[src/sv/rls_pkg.sv]
// rls_pkg: shared types and codes for the register liveness solver
// holds item modes, fixed field widths and the controller/datapath command and status structs
// no dependencies
package rls_pkg;

    // fixed field widths of the item ports
    localparam int BLK_W  = 5;
    localparam int MASK_W = 32;
    localparam int CNT_W  = 6;
    localparam int MODE_W = 2;

    // item modes
    localparam logic [MODE_W-1:0] MODE_INSTR = 2'd0;
    localparam logic [MODE_W-1:0] MODE_EDGE  = 2'd1;
    localparam logic [MODE_W-1:0] MODE_SOLVE = 2'd2;

    // controller to datapath commands
    typedef struct packed {
        logic load_instr;
        logic load_edge;
        logic acc_clear;
        logic acc_step;
        logic update;
        logic emit_load;
        logic emit_last;
        logic clear_all;
    } dp_cmd_t;

    // datapath to controller status
    typedef struct packed {
        logic changed;
    } dp_status_t;

endpackage

[src/sv/rls_controller.sv]
// rls_controller: state machine for loading, sweeping to a fixed point and emitting
// owns the block and successor counters, the change flag and output valid
// depends on rls_pkg
module rls_controller
    import rls_pkg::*;
#(
    parameter int MAX_BLOCKS = 32,
    parameter int IW         = 5
)
(
    input  logic              clk,
    input  logic              rst_n,
    input  logic              in_valid,
    output logic              in_ready,
    input  logic [MODE_W-1:0] mode,
    input  logic [CNT_W-1:0]  block_count,
    output logic              out_valid,
    input  logic              out_ready,
    input  dp_status_t        status,
    output dp_cmd_t           cmd,
    output logic [IW-1:0]     row_idx,
    output logic [IW-1:0]     col_idx
);

    localparam int CW = $clog2(MAX_BLOCKS + 1);
    localparam logic [CNT_W:0] MAX_CNT = (CNT_W + 1)'(MAX_BLOCKS);
    localparam logic [CW-1:0]  CNT_ONE = {{(CW-1){1'b0}}, 1'b1};

    // state codes
    localparam logic [1:0] ST_IDLE   = 2'd0;
    localparam logic [1:0] ST_SCAN   = 2'd1;
    localparam logic [1:0] ST_UPDATE = 2'd2;
    localparam logic [1:0] ST_EMIT   = 2'd3;

    logic [1:0]    state_reg,   state_next;
    logic [CW-1:0] count_reg,   count_next;
    logic [IW-1:0] blk_reg,     blk_next;
    logic [IW-1:0] scan_reg,    scan_next;
    logic          changed_reg, changed_next;
    logic          valid_reg,   valid_next;

    logic [CNT_W:0] cnt_ext;
    logic [CNT_W:0] cnt_sat;
    logic [CW-1:0]  sat_cnt;
    logic [CW-1:0]  sat_m1;
    logic [CW-1:0]  cnt_m1;
    logic [IW-1:0]  sat_last;
    logic [IW-1:0]  last_idx;
    logic           any_change;
    logic           slot_free;

    // count saturation and last index
    assign cnt_ext    = {1'b0, block_count};
    assign cnt_sat    = (cnt_ext > MAX_CNT) ? MAX_CNT : cnt_ext;
    assign sat_cnt    = cnt_sat[CW-1:0];
    assign sat_m1     = sat_cnt - CNT_ONE;
    assign cnt_m1     = count_reg - CNT_ONE;
    assign sat_last   = sat_m1[IW-1:0];
    assign last_idx   = cnt_m1[IW-1:0];
    assign any_change = changed_reg || status.changed;
    assign slot_free  = !valid_reg || out_ready;

    assign in_ready  = (state_reg == ST_IDLE);
    assign out_valid = valid_reg;
    assign row_idx   = blk_reg;
    assign col_idx   = (state_reg == ST_SCAN) ? scan_reg : blk_reg;

    // next state and commands
    always_comb
    begin
        state_next   = state_reg;
        count_next   = count_reg;
        blk_next     = blk_reg;
        scan_next    = scan_reg;
        changed_next = changed_reg;
        cmd          = '0;
        case (state_reg)
            ST_IDLE:
            begin
                if (in_valid)
                begin
                    case (mode)
                        MODE_INSTR: cmd.load_instr = 1'b1;
                        MODE_EDGE:  cmd.load_edge  = 1'b1;
                        MODE_SOLVE:
                        begin
                            count_next = sat_cnt;
                            if (sat_cnt == '0)
                            begin
                                cmd.clear_all = 1'b1;
                            end
                            else
                            begin
                                cmd.acc_clear = 1'b1;
                                blk_next      = sat_last;
                                scan_next     = '0;
                                changed_next  = 1'b0;
                                state_next    = ST_SCAN;
                            end
                        end
                        default: ;
                    endcase
                end
            end
            ST_SCAN:
            begin
                cmd.acc_step = 1'b1;
                if (scan_reg == last_idx)
                begin
                    state_next = ST_UPDATE;
                end
                else
                begin
                    scan_next = scan_reg + 1'b1;
                end
            end
            ST_UPDATE:
            begin
                cmd.update    = 1'b1;
                cmd.acc_clear = 1'b1;
                scan_next     = '0;
                if (blk_reg == '0)
                begin
                    if (any_change)
                    begin
                        blk_next     = last_idx;
                        changed_next = 1'b0;
                        state_next   = ST_SCAN;
                    end
                    else
                    begin
                        state_next = ST_EMIT;
                    end
                end
                else
                begin
                    blk_next     = blk_reg - 1'b1;
                    changed_next = any_change;
                    state_next   = ST_SCAN;
                end
            end
            ST_EMIT:
            begin
                if (slot_free)
                begin
                    cmd.emit_load = 1'b1;
                    if (blk_reg == last_idx)
                    begin
                        cmd.emit_last = 1'b1;
                        cmd.clear_all = 1'b1;
                        state_next    = ST_IDLE;
                    end
                    else
                    begin
                        blk_next = blk_reg + 1'b1;
                    end
                end
            end
            default: state_next = ST_IDLE;
        endcase
    end

    // output valid
    always_comb
    begin
        if (cmd.emit_load)
        begin
            valid_next = 1'b1;
        end
        else if (out_ready)
        begin
            valid_next = 1'b0;
        end
        else
        begin
            valid_next = valid_reg;
        end
    end

    // control registers
    always_ff @(posedge clk or negedge rst_n)
    begin
        if (!rst_n)
        begin
            state_reg   <= ST_IDLE;
            count_reg   <= '0;
            blk_reg     <= '0;
            scan_reg    <= '0;
            changed_reg <= 1'b0;
            valid_reg   <= 1'b0;
        end
        else
        begin
            state_reg   <= state_next;
            count_reg   <= count_next;
            blk_reg     <= blk_next;
            scan_reg    <= scan_next;
            changed_reg <= changed_next;
            valid_reg   <= valid_next;
        end
    end

endmodule

[config.mk]
export PLATFORM = sky130hd
export DESIGN_NAME = rls_controller
export DESIGN_NICKNAME = d
export VERILOG_FILES = /design/src/sv/rls_pkg.sv /design/src/sv/rls_controller.sv
export SDC_FILE = /design/constraint.sdc
export NUM_CORES = 1
export LEC_CHECK = 0
export ABC_AREA = 1
export BUFFER_PORTS_ARGS = -buffer_cell sky130_fd_sc_hd__buf_2
export CAP_MARGIN = 0
export CORE_MARGIN = 5
export CORE_UTILIZATION = 51
export DETAILED_ROUTE_END_ITERATION = 10
export GPL_TIMING_DRIVEN = 0
export PLACE_DENSITY = 0.77
export SLEW_MARGIN = 20
export SYNTH_ARGS = -nofsm -noshare
export SYNTH_HDL_FRONTEND = slang
export SYNTH_SLANG_ARGS = --single-unit
[constraint.sdc]
create_clock -name clk -period 1.9 [get_ports clk]
set_clock_uncertainty 0.15 [all_clocks]
set_input_delay 0.19 -clock clk [delete_from_list [all_inputs] [get_ports clk]]
set_output_delay 0.19 -clock clk [all_outputs]
set_load 0.1 [all_outputs]
# Yosys cells after proc, flatten, opt, wreduce, memory -nomap -nowiden

Cells that the tools add are included.

Bits in registers: 19
Bits in latches: 0
RAM bits: 0
Memory bits (read-only): 0
Input port bits: 13
Output and inout bits: 20
Word-level logic and storage cells: 92
Memories: 0

Add/sub/neg operators: 5
Multipliers: 0
Divide/modulo/power cells: 0
Magnitude comparators: 1
Eq/ne operators: 16
Shift-type cells: 0
Multiplexer cells: 48
Bitwise logic cells: 0
Reductions and logical operators: 16

Operators with widths:

| cell                  | number |
|---|---|
| $mux W5               | 12 |
| $pmux W5 S3           | 2 |
| $mux W2               | 11 |
| $mux W1               | 16 |
| $sub A5 B1 Y5 const B | 3 |
| $ne A2 B2 Y1 const B  | 6 |
| $add A5 B1 Y5 const B | 2 |
| $eq A5 B5 Y1          | 2 |
| $reduce_and A5 Y1     | 2 |
| $pmux W2 S4           | 1 |
| $reduce_and A7 Y1     | 1 |
| $eq A2 B2 Y1 const B  | 3 |
| $gt A6 B6 Y1 const B  | 1 |
| $logic_not A6 Y1      | 1 |
| $mux W3               | 2 |
| $mux W6               | 1 |
| $pmux W1 S2           | 3 |
| $reduce_and A6 Y1     | 1 |
| $reduce_bool A3 Y1    | 2 |
| $logic_not A5 Y1      | 1 |
| $eq A2 B1 Y1 const B  | 2 |
| $logic_not A2 Y1      | 2 |
| $ne A2 B1 Y1 const B  | 2 |
| $reduce_bool A2 Y1    | 2 |
| other kinds (4)       | 5 |

# Depth between registers and ports, before layout

Gate-level depths: netlist of run 1.

Depth in word-level cells: 7
Mapped depth: 16
Gate-level depth less buffers: 16

# Least setup slack after synthesis of run 1

OpenSTA, ideal clock, no wires.

Kind: register -> output
Start: reg state_reg[1]
End: out cmd[5] (netlist bit)
Arrival time: 4,047 ps
Data required time: 1,560 ps
Slack: -2,487 ps
Cell stages (with the launch flop): 7
Buffers on the path: 0
Path through: dfrtp_1 -> inv_1 -> ha_1 -> nand2_1 -> nor2_1 -> inv_1 -> o21ai_0

RTL lines:

| what                   | RTL line              | source |
|---|---|---|
| start, declared        | rls_controller.sv:35  | `logic [1:0] state_reg, state_next;` |
| start signal, assigned | rls_controller.sv:194 | `state_reg <= state_next;` |
| end, declared          | rls_controller.sv:20  | `output dp_cmd_t cmd,` |

==> results of run 1 <==
[final timing paths]
| path | endpoint | cells past startpoint |
|---|---|---|
| min reg2reg | changed_reg | 2 |
| max in group asynchronous | row_idx[4] | 2 |
| min | count_reg[4] | 3 |
| max reg2reg | row_idx[1] | 13 |
| max | cmd[0] | 9 |
| min in group asynchronous | row_idx[3] | 2 |
[worst min-delay path, delay by kind of cell]
kind                   cells  cell delay, ps
AOI/OAI and AO/OA          1              90
and+or+nand+nor            1             100
buffers and inverters      1             100
[per-layer routing]
metal | up-vias | track usage
met5 | - | 0
met4 | 0 | 0.0596
met3 | 34 | 0.0319
met2 | 103 | 0.390
met1 | 982 | 0.265
li1 | 985 | -
[cell families after synthesis]
group,count (synthesis),share of synthesized area
buffers and inverters,40,0.0979
AO/OA/AOI/OAI,31,0.0910
AND/OR/NAND/NOR,162,0.428
XOR/XNOR,10,0.0524
adder cells (fa/ha/maj),10,0.0690
flip-flops,19,0.262
[cell usage after synthesis (2+ instances only)]
cell type	number
nand2_1	88
inv_1	29
nand3_1	22
dfrtp_1	19
nor2_1	19
o21ai_0	17
ha_1	10
a21oi_1	8
nand2_2	7
xor2_1	7
nand3_2	6
nand4_1	5
nor2_2	5
inv_2	4
buf_4	3
nand2_4	3
nor3_1	3
buf_6	2
o211ai_1	2
o21ai_1	2
xnor2_1	2
[through the flow]
step / setup TNS (ps) / area, um^2
2_1_floorplan: -1920 / 2020
3_3_place_gp: -3880 / 2230
3_5_place_dp: -4400 / 2230
4_1_cts: -1410 / 2560
5_1_grt: -3950 / 2720
6_report: -2030 / 2720
[cell type report]
type	instances	share of cell area
buffer	5	0.0225
clock buffer	4	0.00966
inverter	35	0.0617
multi-input combinational	213	0.519
sequential	19	0.182
tap	46	0.0212
timing repair buffer	53	0.184
[repair_timing]
item | 4_1_cts | 5_1_grt
gates resized for setup | 57 | 21
hold buffers | 1 | 0
buffers inserted | 11 | 8
hold endpoints to repair | 19 | 0
cloned | 0 | 1
endpoints found under the setup margin | 24 | 23
pin swaps | 9 | 9
==> results.cfg, run 1 <==
[synthesis]
ys_ff_latch = 19
synthDistinctLibCells = 30
ys.flop_type = dfrtp_1
ys_seq_area_frac = 0.262
async_flop_share = 1.00
synth_fp_nets = 295
yosys.area.top_type = dfrtp_1
syn_inst = 272
yosys_warnings = 0
yosysTopAreaCellShare = 0.262
synth_edf_count = 0
netlist_area_mm2 = 0.00181
synthTopCellsByArea = dfrtp_1 (26%), nand2_1 (18%), ha_1 (6.9%)
avgSynthCellArea_um2 = 6.67

[cells_and_area]
syn_to_final_growth_pct = 49.9
seqCellArea_um2 = 495
drive_gt1_frac = 0.422
num-nets-final = 353
fin_cells = 375
diodes = 0
multi_input_area_mm2 = 0.00141
mostFrequentLayoutCell = nand2_1
final_util = 0.802
final_cell_mix = nand2_1 (77), inv_1 (21), buf_2 (21)
nFillCells = 213

[detailed_routing]
drt_iter0_markers = 181
highest_layer = met4
vias = 2104
drt_first_pass_iters = 4
post-route-drc-count = 0
wl_met3_um = 392
wl_met1_um = 2250
dr_wl_met2_um = 2930
wl_per_cell_um = 15.6
vias_per_cell = 5.61
routed_wl_um = 5840
ant_nets = 0

[clock_tree]
htreeDepth = 1
cts_sinks = 19
clkTransAtPathRegs_ps = 120
cts_root_buffer = clkbuf_4
tritoncts = built
clock_latency_ps = 310
cts_buffers = 3
cts_buffer_depth = 2

[floorplanning]
dieArea_mm2 = 0.00485
die_y_um = 69.6
initial_core_util = 0.535
io_pins = 33
die_x_um = 69.6
core-area_mm2 = 0.00339
rows = 21

[timing]
tightest_slew_ps = 486
finalHoldWorstSlack_ps = 52.5
min_period_over_period = 1.34
drv_slew = 0
fin_crit_ps = 2540
setup_viol = 17
max_freq_ghz = 0.394
rsz0062_at_grt = yes
fin_ws_ps = -639
slew_headroom = 0.678
finalHoldViolCount = 0

[job]
cap_violations = 0

[worst_hold_path]
holdCritStartpoint = block_count[4]
hold_class = in2reg

[run_status]
violations = setup timing
status = complete, but fails checks

[global_routing]
grt_first_pass_wirelength_um = 8640
track_usage = 0.216
first_global_vias = 1899
overflow = 0
grt_max_degree = 20
grt_antenna_before_repair = 0

[worst_setup_path]
path_max_fanout = 3
crit_path_end_kind = primary output
r2r_slack_ps = -70
reg2reg_from = count_reg[0]
required_ps = 1560
crit_start = count_reg[1]
setup.worst_path.start_class = register
arrival_ps = 2200
cpLargestDelayFamily = simple AND/OR/NAND/NOR gates
slowest_stage = dfrtp_1
crit_path_cell_trace = buf_4 > nor2_2 > nand3_2 > nand2_4 > xor2_2 > nand4_1 > buf_6 > a21oi_4 > buf_12
critPathKind = reg2out
crit_buf_inv = 3
critical-path-max-stage-delay_ps = 410

[place]
dp_slack_ps = -680
hpwl_um = 3670
post-place-cells = 350
place.gp.congestion = 0.854
io_buffers = 32
Power of run 1 is not shown: default switching activity piles up to over one toggle a cycle in this logic, so the estimate is an artifact.
==> inputs of run 2 (changes only) <==
==> constraint.sdc (replaced) <==
create_clock -name clk -period 1.9 [get_ports clk]
set_clock_uncertainty 0.15 [all_clocks]
set_input_delay 0.38 -clock clk [delete_from_list [all_inputs] [get_ports clk]]
set_output_delay 0.38 -clock clk [all_outputs]
set_load 0.1 [all_outputs]
==> run 2 against run 1 <==
  * The run still ends with setup timing left
  * Non-clock buffer count up 8
  * Die area unchanged
  * Setup slack worse by 210 ps
  * Final cell count up 2.1%
  * Critical path depth down 1
  * Hold slack better by 190 ps
  * Fmax down 7.7%
  * Critical endpoint unchanged
==> results.cfg, run 2 (synthesis gave the netlist of run 1 again) <==
[detailed_routing]
vias_per_cell = 6.08
drt_first_pass_iters = 5
post-route-drc-count = 0
routed_wl_um = 7580
vias = 2329
wl_per_cell_um = 19.8
drt_iter0_markers = 317
ant_nets = 0

[timing]
slew_headroom = 0.667
fin_crit_ps = 2750
setup_viol = 25
finalHoldViolCount = 0
fin_ws_ps = -852
max_freq_ghz = 0.363
drv_slew = 0
finalHoldWorstSlack_ps = 247
min_period_over_period = 1.45
rsz0062_at_grt = yes
tightest_slew_ps = 503

[worst_setup_path]
setup.worst_path.start_class = register
crit_buf_inv = 2
critical-path-max-stage-delay_ps = 410
path_max_fanout = 3
arrival_ps = 2220
cpLargestDelayFamily = simple AND/OR/NAND/NOR gates
slowest_stage = dfrtp_1
crit_path_end_kind = primary output
required_ps = 1370
crit_path_cell_trace = buf_4 > nor2_2 > nand3_2 > nand2_4 > xor2_4 > nand4_1 > a21oi_4 > buf_12
critPathKind = reg2out

[place]
place.gp.congestion = 0.851
io_buffers = 32
hpwl_um = 3510

[floorplanning]
rows = 21
die_x_um = 69.6
initial_core_util = 0.535
dieArea_mm2 = 0.00485
die_y_um = 69.6
io_pins = 33
core-area_mm2 = 0.00339

[clock_tree]
cts_buffers = 3
cts_sinks = 19
htreeDepth = 1
tritoncts = built
cts_buffer_depth = 2
cts_root_buffer = clkbuf_4
clock_latency_ps = 330
clkTransAtPathRegs_ps = 110

[cells_and_area]
drive_gt1_frac = 0.469
nFillCells = 135
num-nets-final = 361
final_cell_mix = nand2_1 (71), buf_4 (22), nand3_1 (20)
mostFrequentLayoutCell = nand2_1
syn_to_final_growth_pct = 63.8
diodes = 0

[job]
cap_violations = 0

[worst_hold_path]
hold_class = in2reg

[global_routing]
first_global_vias = 2087
track_usage = 0.233
grt_max_degree = 20
grt_first_pass_wirelength_um = 9290
overflow = 0
grt_antenna_before_repair = 0

[run_status]
violations = setup timing
status = complete, but fails checks
run 2: changes by cell type in the layout (fill, tap and decap cells not counted), sizes merged:
cell	before	now
buf	56	64
run 2: area by class of cell:
| class | count | area, um^2 | area share |
|---|---|---|---|
| tap | 46 | 57.6 | 0.0194 |
| inverter | 35 | 168 | 0.0564 |
| sequential | 19 | 497 | 0.167 |
| clock buffer | 4 | 26.3 | 0.00884 |
| multi-input combinational | 213 | 1520 | 0.511 |
| buffer | 3 | 42.5 | 0.0143 |
| timing repair buffer | 63 | 662 | 0.223 |
run 2: final timing paths:
kind,startpoint,cells after the start,slack [ps],end
max,count_reg[1],8,-850,cmd[0]
min,block_count[4],3,250,count_reg[4]
max reg2reg,count_reg[0],12,-210,scan_reg[0]
min reg2reg,changed_reg,2,370,changed_reg
max in group asynchronous,rst_n,2,840,row_idx[4]
min in group asynchronous,rst_n,2,390,out_valid
run 2: metrics by stage:
step / setup TNS, ps / instances / worst slack, ps / instance area (um^2) / utilization
floorplan: -4160 / 272 / -634 / 2010 / -
global placement: -7300 / 350 / -844 / 2230 / 0.659
global route: -7910 / 383 / -939 / 2970 / 0.877
detailed placement: -7700 / 350 / -831 / 2230 / 0.659
CTS: -3550 / 371 / -771 / 2680 / 0.790
finish: -6070 / 383 / -852 / 2970 / 0.877
run 2: worst min-delay path, delay by kind of cell:
kind / cells / cell delay [ps]
simple gates: 1 / 100
buf+inv: 1 / 110
compound gates: 1 / 90
run 2: what timing repair did:
action | in CTS | in global routing
setup buffers | 17 | 13
setup endpoints to repair | 25 | 27
hold endpoints to repair | 19 | 0
pin swaps | 11 | 17
resized for setup | 81 | 50
hold buffers | 1 | 0
cloned | 0 | 1
run 2: layer usage:
metal / up-vias / routed length (um) / track usage
met4: 0 / 469 / 0.104
met1: 1097 / 2720 / 0.271
met5: - / 0 / 0
met2: 181 / 3690 / 0.418
met3: 47 / 694 / 0.0362
li1: 1004 / - / -
Power of run 2 is left out for the same reason.
